### config.mk
export PLATFORM = sky130hd
export DESIGN_NAME = oaht_front
export DESIGN_NICKNAME = d
export VERILOG_FILES = /design/src/rtl/oaht_pkg.sv /design/src/rtl/oaht_front.sv
export SDC_FILE = /design/constraint.sdc
export NUM_CORES = 1
export LEC_CHECK = 0
export BUFFER_PORTS_ARGS = -buffer_cell sky130_fd_sc_hd__buf_2
export CELL_PAD_IN_SITES_DETAIL_PLACEMENT = 1
export CELL_PAD_IN_SITES_GLOBAL_PLACEMENT = 1
export CORE_MARGIN = 1.5
export CORE_UTILIZATION = 48
export CTS_CLUSTER_SIZE = 12
export DETAILED_ROUTE_END_ITERATION = 8
export GPL_TIMING_DRIVEN = 0
export HOLD_SLACK_MARGIN = 0.15
export PLACE_DENSITY_LB_ADDON = 0.1
export SLEW_MARGIN = 25
export SYNTH_ARGS = -nofsm -noshare
export SYNTH_HDL_FRONTEND = slang
export SYNTH_SLANG_ARGS = --single-unit
### constraint.sdc
create_clock -name clk -period 21.9 [get_ports clk]
set_input_delay 1.095 -clock clk [delete_from_list [all_inputs] [get_ports clk]]
set_output_delay 1.095 -clock clk [all_outputs]
set_load 0.01 [all_outputs]
### src/rtl/oaht_pkg.sv
`default_nettype none
package oaht_pkg;
    localparam int DEF_SLOTS      = 1024;
    localparam int DEF_KEY_BITS   = 64;
    localparam int DEF_VALUE_BITS = 64;
    localparam int QUEUE_DEPTH    = 2;
    localparam int HASH_W         = 32;
    localparam int WORD_W         = 64;

    localparam logic [1:0] OP_INSERT = 2'd0;
    localparam logic [1:0] OP_LOOKUP = 2'd1;
    localparam logic [1:0] OP_DELETE = 2'd2;

    localparam logic [1:0] ST_OK   = 2'd0;
    localparam logic [1:0] ST_MISS = 2'd1;
    localparam logic [1:0] ST_FULL = 2'd2;

    localparam logic [1:0] MARK_EMPTY = 2'd0;
    localparam logic [1:0] MARK_LIVE  = 2'd1;
    localparam logic [1:0] MARK_DEAD  = 2'd2;

    // request class decided in the front end
    localparam logic [1:0] CLS_INS  = 2'd0;
    localparam logic [1:0] CLS_FIND = 2'd1;
    localparam logic [1:0] CLS_DEL  = 2'd2;
    localparam logic [1:0] CLS_NOP  = 2'd3;

    typedef struct packed {
        logic [1:0]        cls;
        logic [HASH_W-1:0] key_hash;
        logic [WORD_W-1:0] key_word;
        logic [WORD_W-1:0] value_word;
    } req_t;

    typedef struct packed {
        logic clearing;
        logic pop;
    } back_stat_t;
endpackage
`default_nettype wire

### src/rtl/oaht_front.sv
`default_nettype none
module oaht_front (
    input  wire logic                clk,
    input  wire logic                rst_n,
    input  wire logic                start,
    input  wire logic [1:0]          opcode,
    input  wire logic [31:0]         key_hash,
    input  wire logic [63:0]         key_word,
    input  wire logic [63:0]         value_word,
    output logic                     busy,
    input  wire oaht_pkg::back_stat_t stat,
    output logic                     q_valid,
    output oaht_pkg::req_t           q_head
);
    import oaht_pkg::*;

    localparam int PW = $clog2(QUEUE_DEPTH);
    localparam int CW = $clog2(QUEUE_DEPTH + 1);

    req_t          q_reg [QUEUE_DEPTH];
    logic [PW-1:0] wptr_reg, rptr_reg;
    logic [CW-1:0] cnt_reg;
    logic          push;
    logic [1:0]    cls;

    always_comb
    begin
        unique case (opcode)
            OP_INSERT: cls = CLS_INS;
            OP_LOOKUP: cls = CLS_FIND;
            OP_DELETE: cls = CLS_DEL;
            default:   cls = CLS_NOP;
        endcase
    end

    assign busy    = stat.clearing || (cnt_reg == CW'(QUEUE_DEPTH));
    assign push    = start && !busy;
    assign q_valid = (cnt_reg != '0);
    assign q_head  = q_reg[rptr_reg];

    always_ff @(posedge clk)
    begin
        if (push)
        begin
            q_reg[wptr_reg] <= '{cls: cls, key_hash: key_hash,
                                 key_word: key_word, value_word: value_word};
        end
    end

    always_ff @(posedge clk or negedge rst_n)
    begin
        if (!rst_n)
        begin
            wptr_reg <= '0;
            rptr_reg <= '0;
            cnt_reg  <= '0;
        end
        else
        begin
            if (push)
            begin
                wptr_reg <= (wptr_reg == PW'(QUEUE_DEPTH - 1)) ? '0 : wptr_reg + 1'b1;
            end
            if (stat.pop)
            begin
                rptr_reg <= (rptr_reg == PW'(QUEUE_DEPTH - 1)) ? '0 : rptr_reg + 1'b1;
            end
            cnt_reg <= cnt_reg + CW'(push) - CW'(stat.pop);
        end
    end
endmodule
`default_nettype wire

=== After elaboration in Yosys (flattened, before gate mapping) ===
Memories as Yosys holds them, arrays and structs flattened.
Cells that the tools add are included.
W data, S select, Z words.

* Logic and storage cells: 21
* Memory bits (writable): 324
* Bits in registers: 4
* Output and inout bits: 164
* Memories: 1

{| class="wikitable"
|+ Memory list
! name !! words !! bits a word !! rd ports !! clocked after Yosys merged registers in !! write ports !! line !! source
|-
| q_reg || 2 || 162 || 1 || 0 || 1 || oaht_front.sv:20 || <nowiki>req_t q_reg [QUEUE_DEPTH];</nowiki>
|}

* Equality and inequality tests: 3
* Muxes and demuxes: 5
* Reductions and logical operators: 5
* Add/subtract/negate cells: 4

{| class="wikitable"
|+ Operators with widths
! kind !! count
|-
| $pmux W2 S3 || 1
|-
| $eq A2 B2 Y1 const B || 2
|-
| $mux W1 || 4
|-
| $add A1 B1 Y1 const B || 2
|-
| $add A2 B1 Y2 || 1
|-
| $eq A2 B1 Y1 const B || 1
|-
| $logic_not A2 Y1 || 1
|-
| $reduce_bool A2 Y1 || 1
|-
| $sub A2 B1 Y2 || 1
|-
| $logic_and A1 B1 Y1 || 1
|-
| $logic_not A1 Y1 || 1
|-
| $logic_or A1 B1 Y1 || 1
|}

=== Logic depth before layout (Yosys ltp) ===
Gate-level depths: netlist (run 1).

* Depth after elaboration: 6
* Depth in mapped cells: 7

=== Worst setup path before layout (run 1) ===
OpenSTA, ideal clock, no wires.

* Path kind: input to register
* Start point: in stat[1] (netlist name)
* End point: mem q_reg[0][0] (netlist name), enable pin
* Path slack: 13.148 ns
* Required time: 21.213 ns
* Stages on the path: 2
* Library setup time: 0.687 ns
* Arrival: 8.065 ns
* Cell sequence: nand3b_1 -> nor2_1

* Cells in the longest elaborated chain, start to end: 5

{| class="wikitable"
|+ Ends and longest elaborated chain
! element !! line !! source
|-
| from (decl) || oaht_front.sv:11 || <nowiki>input wire oaht_pkg::back_stat_t stat,</nowiki>
|-
| $logic_or A1 B1 Y1 || oaht_front.sv:36 || <nowiki>assign busy = stat.clearing || (cnt_reg == CW'(QUEUE_DEPTH));</nowiki>
|-
| $logic_not A1 Y1 || oaht_front.sv:37 || <nowiki>assign push = start && !busy;</nowiki>
|-
| $logic_and A1 B1 Y1 || oaht_front.sv:37 ||
|-
| $mux W1 || oaht_front.sv:43 || <nowiki>if (push)</nowiki>
|-
| $mux W1 (not written as such) || oaht_front.sv:45 || <nowiki>q_reg[wptr_reg] <= '{cls: cls, key_hash: key_hash,</nowiki>
|-
| to (decl) || oaht_front.sv:20 ||
|}

No other way between the ends.

==> run metrics, run 1 <==
most common cell in the netlist edfxtp_1; H-tree levels 2; Yosys top cell area share 0.799; final setup TNS 0 ns; GPL Wtd Cong 0.772; CTS buffer count 35; first-pass GRT wire length 38.3 mm; leading area contributor after synthesis edfxtp_1; Reg clk slew, reported paths 0.06 ns; clk_lat worst skew roughly 0.5 ns; DRC Markers 0; CTS tree built; IO Pins 331; Worst Tran Pin Value 0.421 ns; clk_skew between 0.008 and 0.009 ns; share of post-route cells with drive strength above 1 0.619; Die X 162 um; post-DR vias/cell between 4 and 5; initial DRC count 301; Crit Path Max Fanout 10; Post-DP HPWL 18.6 mm; total wire length 25.6 mm; Yosys reg bits between 300 and 400; Post-Syn Nets 693; static leakage 0.00604 uW; TritonCTS Sinks 328; Final Cycle Share 0.135; DRT antenna net count 0; Final WS setup 18.94 ns; vias in the first global route approximately 7,000; critical path's largest stage delay 0.34 ns; crit path time final 2.96 ns; routed length per instance 20.3 um; Max Cap Viol 0; final net count 1,074; Initial Util 0.486; Cells after Synth 524; Vias 6,191; number of port buffers 328; maximum VDD drop 0.0654 mV; most used cell along the critical path buf_6; Fmax about 340 MHz; largest net degree at the start of global routing 27; CP max-delay cell dfrtp_1; total grt overflow 0; Critical Path Sink Type primary output; Max transition margin 0.719; core area 0.0250 mm^2; post-cts resize count 0; CP startpoint rptr_reg; Hold/Removal Path Class input port to async pin; RSZ-0062 raised after global routing false; Syn Std Cell Area 0.0122 mm^2; number of synthesized flops with an enable pin 324; final hold violation count 0; top cells by count, synth edfxtp_1, mux2_2, mux2_4; GRT Overall Usage 0.194; final setup vio count 0; Syn-to-layout area delta 28.7%; crit start category register; drt pass-1 iters 4; Slew Limit Fails 0; Post-CTS Hold Buffers 0; status completed; P per Cell Area 120 mW/mm^2; initial antenna violation count 9; register area share after synthesis 0.808; top_reg_cell synth edfxtp_1; Post-CTS Setup Bufs 0; Worst EP arrival 1.86 ns; top post-synthesis cells by area edfxtp_1, mux2_4, mux2_2, buf_6, dfrtp_1; Max Root-Sink Buffers 3; YS warnings 0; Unique masters post-synth 15; mean post-synth cell area approximately 23 um^2; dpl ws 18.95 ns; Die H roughly 160 um; root cell of the clock tree clkbuf_16; Critical Path, Cell by Cell buf_6, buf_6, buf_6, mux2_4, buf_2; die area 0.0263 mm^2; Critical Path RT 20.81 ns; Std-Cell Rows 58; reg2reg start cnt_reg[1]; flip-flop count of the largest register, all copies and words added 324; ys async rst share 0.0122; Setup CP Type register to primary output
## cell type report
class	count	area (um^2)
Inverter	2	7.51
Clock inverter	10	45.0
Sequential cell	328	9830
Tap cell	330	413
Clock buffer	43	948
Buffer	20	154
Timing Repair Buffer	344	2050
Antenna cell	6	15.0
Fill cell	2257	9370
Multi-Input combinational cell	174	2200
## worst paths after layout
| path | to | slack (ns) | cells past startpoint |
|---|---|---|---|
| max | q_head[125] | 18.94 | 5 |
| min | rptr_reg | 0.40 | 1 |
| max reg2reg | q_reg[1][92] | 19.68 | 6 |
| min reg2reg | cnt_reg[1] | 0.52 | 1 |
| max in group asynchronous | wptr_reg | 21.37 | 1 |
| min in group clk | cnt_reg[1] | 0.52 | 1 |
## worst max-delay path: cells and delay by family (launching register included)
kind                   cells  cell delay [ns]
buffers and inverters      4             0.69
flip-flops                 1             0.34
multiplexers               1             0.32
## power breakdown
group	leakage, uW	switching [uW]	internal (uW)
sequential	0.00301	19.7	779
combinational	0.00254	280	285
clock	0.000493	213	303
total	0.00604	513	1370
## through the flow
stage               std cells  hold WS, ns  utilization  instance area [um^2]  total power (uW)
floorplan                 524        0.460            -                 12200              1180
global placement         1182        0.481        0.568                 14200              1370
detailed placement       1198        0.507        0.585                 14700              1380
CTS                      1251        0.385        0.625                 15600              1910
global route             1253        0.386        0.625                 15700              1960
finish                   1257        0.404        0.626                 15700              1880
## kinds of logic (layout without fill, tap and decap cells)
kind of cell  count (synthesis)  after routing  share of synthesized area
xor+xnor                      4              4                    0.00288
fa+ha+maj                     2              2                    0.00206
buf+inv                      22            419                     0.0133
flops                       328            328                      0.808
mux                         162            162                      0.171
other cells                   0              6                          0
simple gates                  6              6                    0.00278
## metal layers
metal,GRT usage,routed length (um),vias up
met5,0,69,-
met4,0.0655,723,10
met3,0.0677,2240,61
met2,0.337,13000,246
met1,0.223,9530,3022
li1,-,-,2852
## cell usage in the layout (no fill, tap or decap)
cell type,n
nand2b_1,2
diode_2,6
edfxtp_1,324
clkinv_2,6
xor2_1,1
dfrtp_1,4
or2_2,1
mux2_2,92
clkbuf_1,8
inv_1,2
clkbuf_16,37
nand3b_1,1
nor2_4,2
ha_1,2
xnor2_1,3
clkinv_1,4
buf_6,9
buf_12,2
buf_2,337
mux2_4,70
buf_8,1
buf_16,13
(Power assumes the default switching activity.)
==> run 2: changes to the inputs <==
Settings changed: CORE_UTILIZATION 48 to 44.
Clock period 21.9 ns to 2.75 ns, I/O delays scaled along.
==> run 2 against run 1 <==
  * Flip-flop and latch count unchanged
  * Worst setup slack worse by 19 ns
  * Non-clock buffer count up 163
  * Via count up 12%
  * Hold slack worse by 0.23 ns
  * Clock skew up 0.0015 ns
  * Combinational power rose to 8.3 times the previous value
  * First-iteration DRC count up 5.6%
==> run metrics, run 2 (synthesized netlist as in run 1, its figures left out) <==
IO Pins approximately 330; Worst EP arrival between 2 and 3 ns; total grt overflow 0; reg2reg end q_reg[1][12]; root cell of the clock tree clkbuf_16; final setup TNS 0 ns; maximum VDD drop ~0.57 mV; die area 0.0287 mm^2; clk_skew 0.00984 ns; Critical Path, Cell by Cell nand2b_1, nand3b_1, nor2_4, buf_12, buf_12, buf_16; final core utilization 0.641; Inst Count DP 1,207; Critical Path Sink Type register; Die H 169 um; Post-CTS Setup Bufs 0; total wire length 29.2 mm; DRT antenna net count 0; P per Cell Area 894 mW/mm^2; final hold violation count 0; share of post-route cells with drive strength above 1 0.522; vias in the first global route 7,854; dpl ws 0.190 ns; Final WS setup 0.232 ns; Setup CP Type register to register; Cell Count, Final, Fillers Out 1,437; clk_lat worst skew 0.51 ns; H-tree levels 2; Fmax 397 MHz; post-cts resize count 0; Vias 6,915; Final Cycle Share 0.916; Reg2Reg Setup Slack 0.23 ns; post-DR vias/cell about 4.8; Max transition margin 0.476; reg2reg start cnt_reg[0]; routed length per instance 20.3 um; Worst Tran Pin Value just under 0.8 ns; CP max-delay cell nor2_4; Crit Path Max Fanout 23; final net count 1,238; Worst Hold End wptr_reg; largest net degree at the start of global routing 25; static leakage ~0.0067 uW; r2r worst-path depth 6; final setup vio count 0; Max Cap Viol 0; commonest non-fill, non-tap cell in the layout buf_2; Slew Limit Fails 0; Die X 169 um; Hold/Removal Path Class input port to register; initial DRC count between 300 and 400; CTS buffer count 36; DRC Markers 0; Initial Util 0.450; crit path time final ~2.5 ns; Max Root-Sink Buffers 3; Syn-to-layout area delta 42.3%; Critical Path RT 2.97 ns; flip-flop count of the largest register, all copies and words added 324; hold path cells 3; drt pass-1 iters 4; number of port buffers 328; CTS tree built; core area between 0.02 and 0.03 mm^2; Hold Startpoint stat[1]; TritonCTS Sinks 328; RSZ-0062 raised after global routing false; crit start category register; Std-Cell Rows 60; commonest non-fill, non-tap cells in the layout buf_2, edfxtp_1, dlygate4sd3_1, mux2_2, mux2_4; initial antenna violation count 4; status completed; Post-DP HPWL between 15 and 20 mm; critical path's largest stage delay 0.70 ns; Reg clk slew, reported paths 0.06 ns; first-pass GRT wire length 44.3 mm; most used cell along the critical path buf_12; GRT Overall Usage 0.204; GPL Wtd Cong ~0.76
-- run 2: changes by cell type in the layout (fill, tap and decap cells not counted), sizes merged --
cell	change
clkbuf	+6
dlygate4sd3	+165
bufinv	+1
buf	-2
diode	-2
clkinv	+1
-- run 2: report_power, final --
| group | internal, uW | leakage [uW] | total, uW | switching, uW |
|---|---|---|---|---|
| clock network | 2580 | 0.000522 | 4400 | 1830 |
| logic | 2390 | 0.00320 | 4700 | 2310 |
| registers | 6210 | 0.00301 | 6370 | 165 |
-- run 2: stage by stage --
stage | power [uW] | area [um^2] | hold WS [ns]
2_1_floorplan | 9260 | 12200 | -0.158
3_3_place_gp | 10700 | 14300 | -0.0561
3_5_place_dp | 11000 | 14600 | -0.0496
4_1_cts | 15600 | 17300 | 0.168
5_1_grt | 16100 | 17300 | 0.215
6_report | 15500 | 17300 | 0.176
-- run 2: worst max-delay path by stage --
stage / slack [ns] / from / endpoint
6_report: 0.23 / cnt_reg[0] / q_reg[1][12]
5_1_grt: 0.03 / cnt_reg[0] / q_reg[1][60]
4_1_cts: 0.16 / cnt_reg[0] / q_reg[1][60]
3_5_place_dp: 0.19 / cnt_reg[0] / q_reg[1][62]
3_3_place_gp: -2.11 / cnt_reg[1] / q_reg[0][70]
2_1_floorplan: -0.82 / cnt_reg[1] / q_reg[0][0]
-- run 2: worst max-delay path, delay by kind of cell (launching register included) --
kind / cells / cell delay, ns
AND/OR/NAND/NOR: 3 / 1.15
flip-flops: 1 / 0.39
buffers and inverters: 3 / 0.66
-- run 2: layout make-up --
type / count / area, um^2
flip-flops and latches: 328 / 9830
fillers: 2368 / 9710
repair buffers: 507 / 3630
multi-input cells: 174 / 2200
clock buffers: 49 / 981
well taps: 341 / 427
plain buffers: 20 / 154
clock inverters: 12 / 78.8
diodes: 4 / 10.0
inverters: 2 / 7.51
-- run 2: routing by layer --
metal  track usage  share of wire  vias to the layer above
met4        0.0758          0.028                        0
li1              -              -                     3180
met5             0              0                        -
met3        0.0539          0.073                       54
met2         0.365           0.52                      253
met1         0.236           0.38                     3428
-- run 2: what timing repair did --
action | CTS | global route
setup endpoints to repair | 0 | 0
hold buffers | 165 | 0
hold endpoints to repair | 330 | 0
==> run 3: changes to the inputs <==
Settings changed: CELL_PAD_IN_SITES_DETAIL_PLACEMENT 1 to 2, CELL_PAD_IN_SITES_GLOBAL_PLACEMENT 1 to 2, CORE_UTILIZATION 44 to 38.
==> run 3 against run 2 <==
  * Sequential share of layout area is 0.41 points lower
  * Design area is 0.73% higher
  * Largest cell class unchanged
  * Largest power group unchanged
  * First-iteration DRC count is 23% lower
  * Sequential power hardly changed
==> run metrics, run 3 (synthesized netlist as in run 1, its figures left out) <==
Setup CP Type register to register; commonest non-fill, non-tap cell in the layout buf_2; final hold violation count 0; status completed; Initial Util 0.386; initial DRC count 246; Std-Cell Rows 65; CP max-delay cell nor2_4; Final WS setup between 0.3 and 0.4 ns; share of post-route cells with drive strength above 1 0.523; post-DR vias/cell between 4 and 5; number of port buffers between 300 and 400; flip-flop count of the largest register, all copies and words added 324; Post-DP HPWL 21.3 mm; Reg clk slew, reported paths 0.06 ns; WP buf/inv 4; Max Cap Viol 0; Final Cycle Share 0.877; clk_lat worst skew 0.51 ns; total grt overflow 0; maximum VDD drop 0.481 mV; Largest delay share family, worst path simple AND/OR/NAND/NOR gates; CTS buffer count 37; initial antenna violation count 2; Slew Limit Fails 0; final net count 1,241; DRC Markers 0; RSZ-0062 raised after global routing false; Critical Path Sink Type register; crit path time final 2.41 ns; final setup TNS 0 ns; vias in the first global route 8,469; Max transition margin 0.711; commonest non-fill, non-tap cells in the layout buf_2, edfxtp_1, dlygate4sd3_1, mux2_2, mux2_4; power after layout 15,600 uW; Critical Path, Cell by Cell nand2b_1, nand3b_1, nor2_4, buf_16, buf_16, buf_16, buf_12; Crit Path Max Fanout 25; GRT Overall Usage 0.209; Die X 182 um; root cell of the clock tree clkbuf_16; first-pass GRT wire length just over 50 mm; H-tree levels 2; final setup vio count 0; IO Pins 331; routed length per instance 23.0 um; Max Root-Sink Buffers 3; Hold/Removal Path Class input port to register; static leakage 0.00675 uW; Syn-to-layout area delta 43.3%; TritonCTS Sinks 328; Critical Path RT 2.94 ns; Worst EP arrival 2.60 ns; crit start category register; CTS tree built; P per Cell Area roughly 900 mW/mm^2; DRT antenna net count 0; Vias 6,974; die area 0.0331 mm^2; post-cts resize count 0; drt pass-1 iters 4; hold slack between 0.15 and 0.2 ns; Fmax 415 MHz; most used cell along the critical path buf_16; core area 0.0316 mm^2; Post-CTS Setup Bufs 0; dpl ws ~0.36 ns; Worst Tran Pin Value around 0.43 ns; Die H 182 um; total wire length 34.4 mm; clk_skew 0.0284 ns; largest net degree at the start of global routing 26; critical path's largest stage delay 0.44 ns; GPL Wtd Cong between 0.7 and 0.8
-- run 3: changes by cell type in the layout (fill, tap and decap cells not counted), sizes merged --
cell    before  now
buf        360  362
bufinv       1    0
clkbuf      51   45
clkinv      11   17
diode        4    2
-- run 3: report_power, final --
group	total [uW]	switching [uW]	internal, uW	leakage [uW]
logic	4880	2440	2440	0.00324
clock network	4360	1920	2440	0.000508
registers	6390	180	6210	0.00301
total	15600	4540	11100	0.00675
-- run 3: timing repair --
action                                 4_1_cts  5_1_grt
hold buffers                               165        0
setup endpoints to repair                    0        0
endpoints found under the hold margin      331        0
-- run 3: per-layer routing --
metal,vias up,global-route usage,part of all wire
met1,3488,0.231,0.37
met4,0,0.0638,0.026
met5,-,0,0
met3,59,0.0572,0.064
li1,3183,-,-
met2,244,0.391,0.54
-- run 3: area by class of cell --
| class | instances | area (um^2) |
|---|---|---|
| fill | 2780 | 14100 |
| multi-input combinational | 174 | 2200 |
| buffer | 20 | 154 |
| tap | 402 | 503 |
| sequential | 328 | 9830 |
| timing repair buffer | 509 | 3730 |
| inverter | 2 | 7.51 |
| clock buffer | 43 | 948 |
| clock inverter | 17 | 73.8 |
| antenna | 2 | 5.00 |
-- run 3: path summary, 6_finish.rpt --
check / cells after the start / from / endpoint / slack [ns]
worst max-delay path: 7 / cnt_reg[0] / q_reg[0][102] / 0.34
worst min-delay path: 3 / stat[1] / wptr_reg / 0.19
worst max register to register: 7 / cnt_reg[0] / q_reg[0][102] / 0.34
worst min register to register: 1 / cnt_reg[1] / cnt_reg[1] / 0.52
max in group asynchronous: 3 / rst_n / wptr_reg / 2.04
min in group asynchronous: 3 / rst_n / cnt_reg[0] / 0.53
-- run 3: stage by stage --
step                      instance area [um^2]  cells   util
after global placement                   14300   1254  0.454
after detailed placement                 14800   1270  0.468
after floorplan                          12200    524      -
after global routing                     17400   1497  0.553
final                                    17400   1497  0.553
after CTS                                17400   1495  0.553
-- run 3: worst register-to-register path, cell delays in order, from the launching register on --
cell and delay (ns):
dfrtp_1 0.37, nand2b_1 0.14, nand3b_1 0.27, nor2_4 0.45
buf_16 0.23, buf_16 0.21, buf_16 0.19, buf_12 0.22
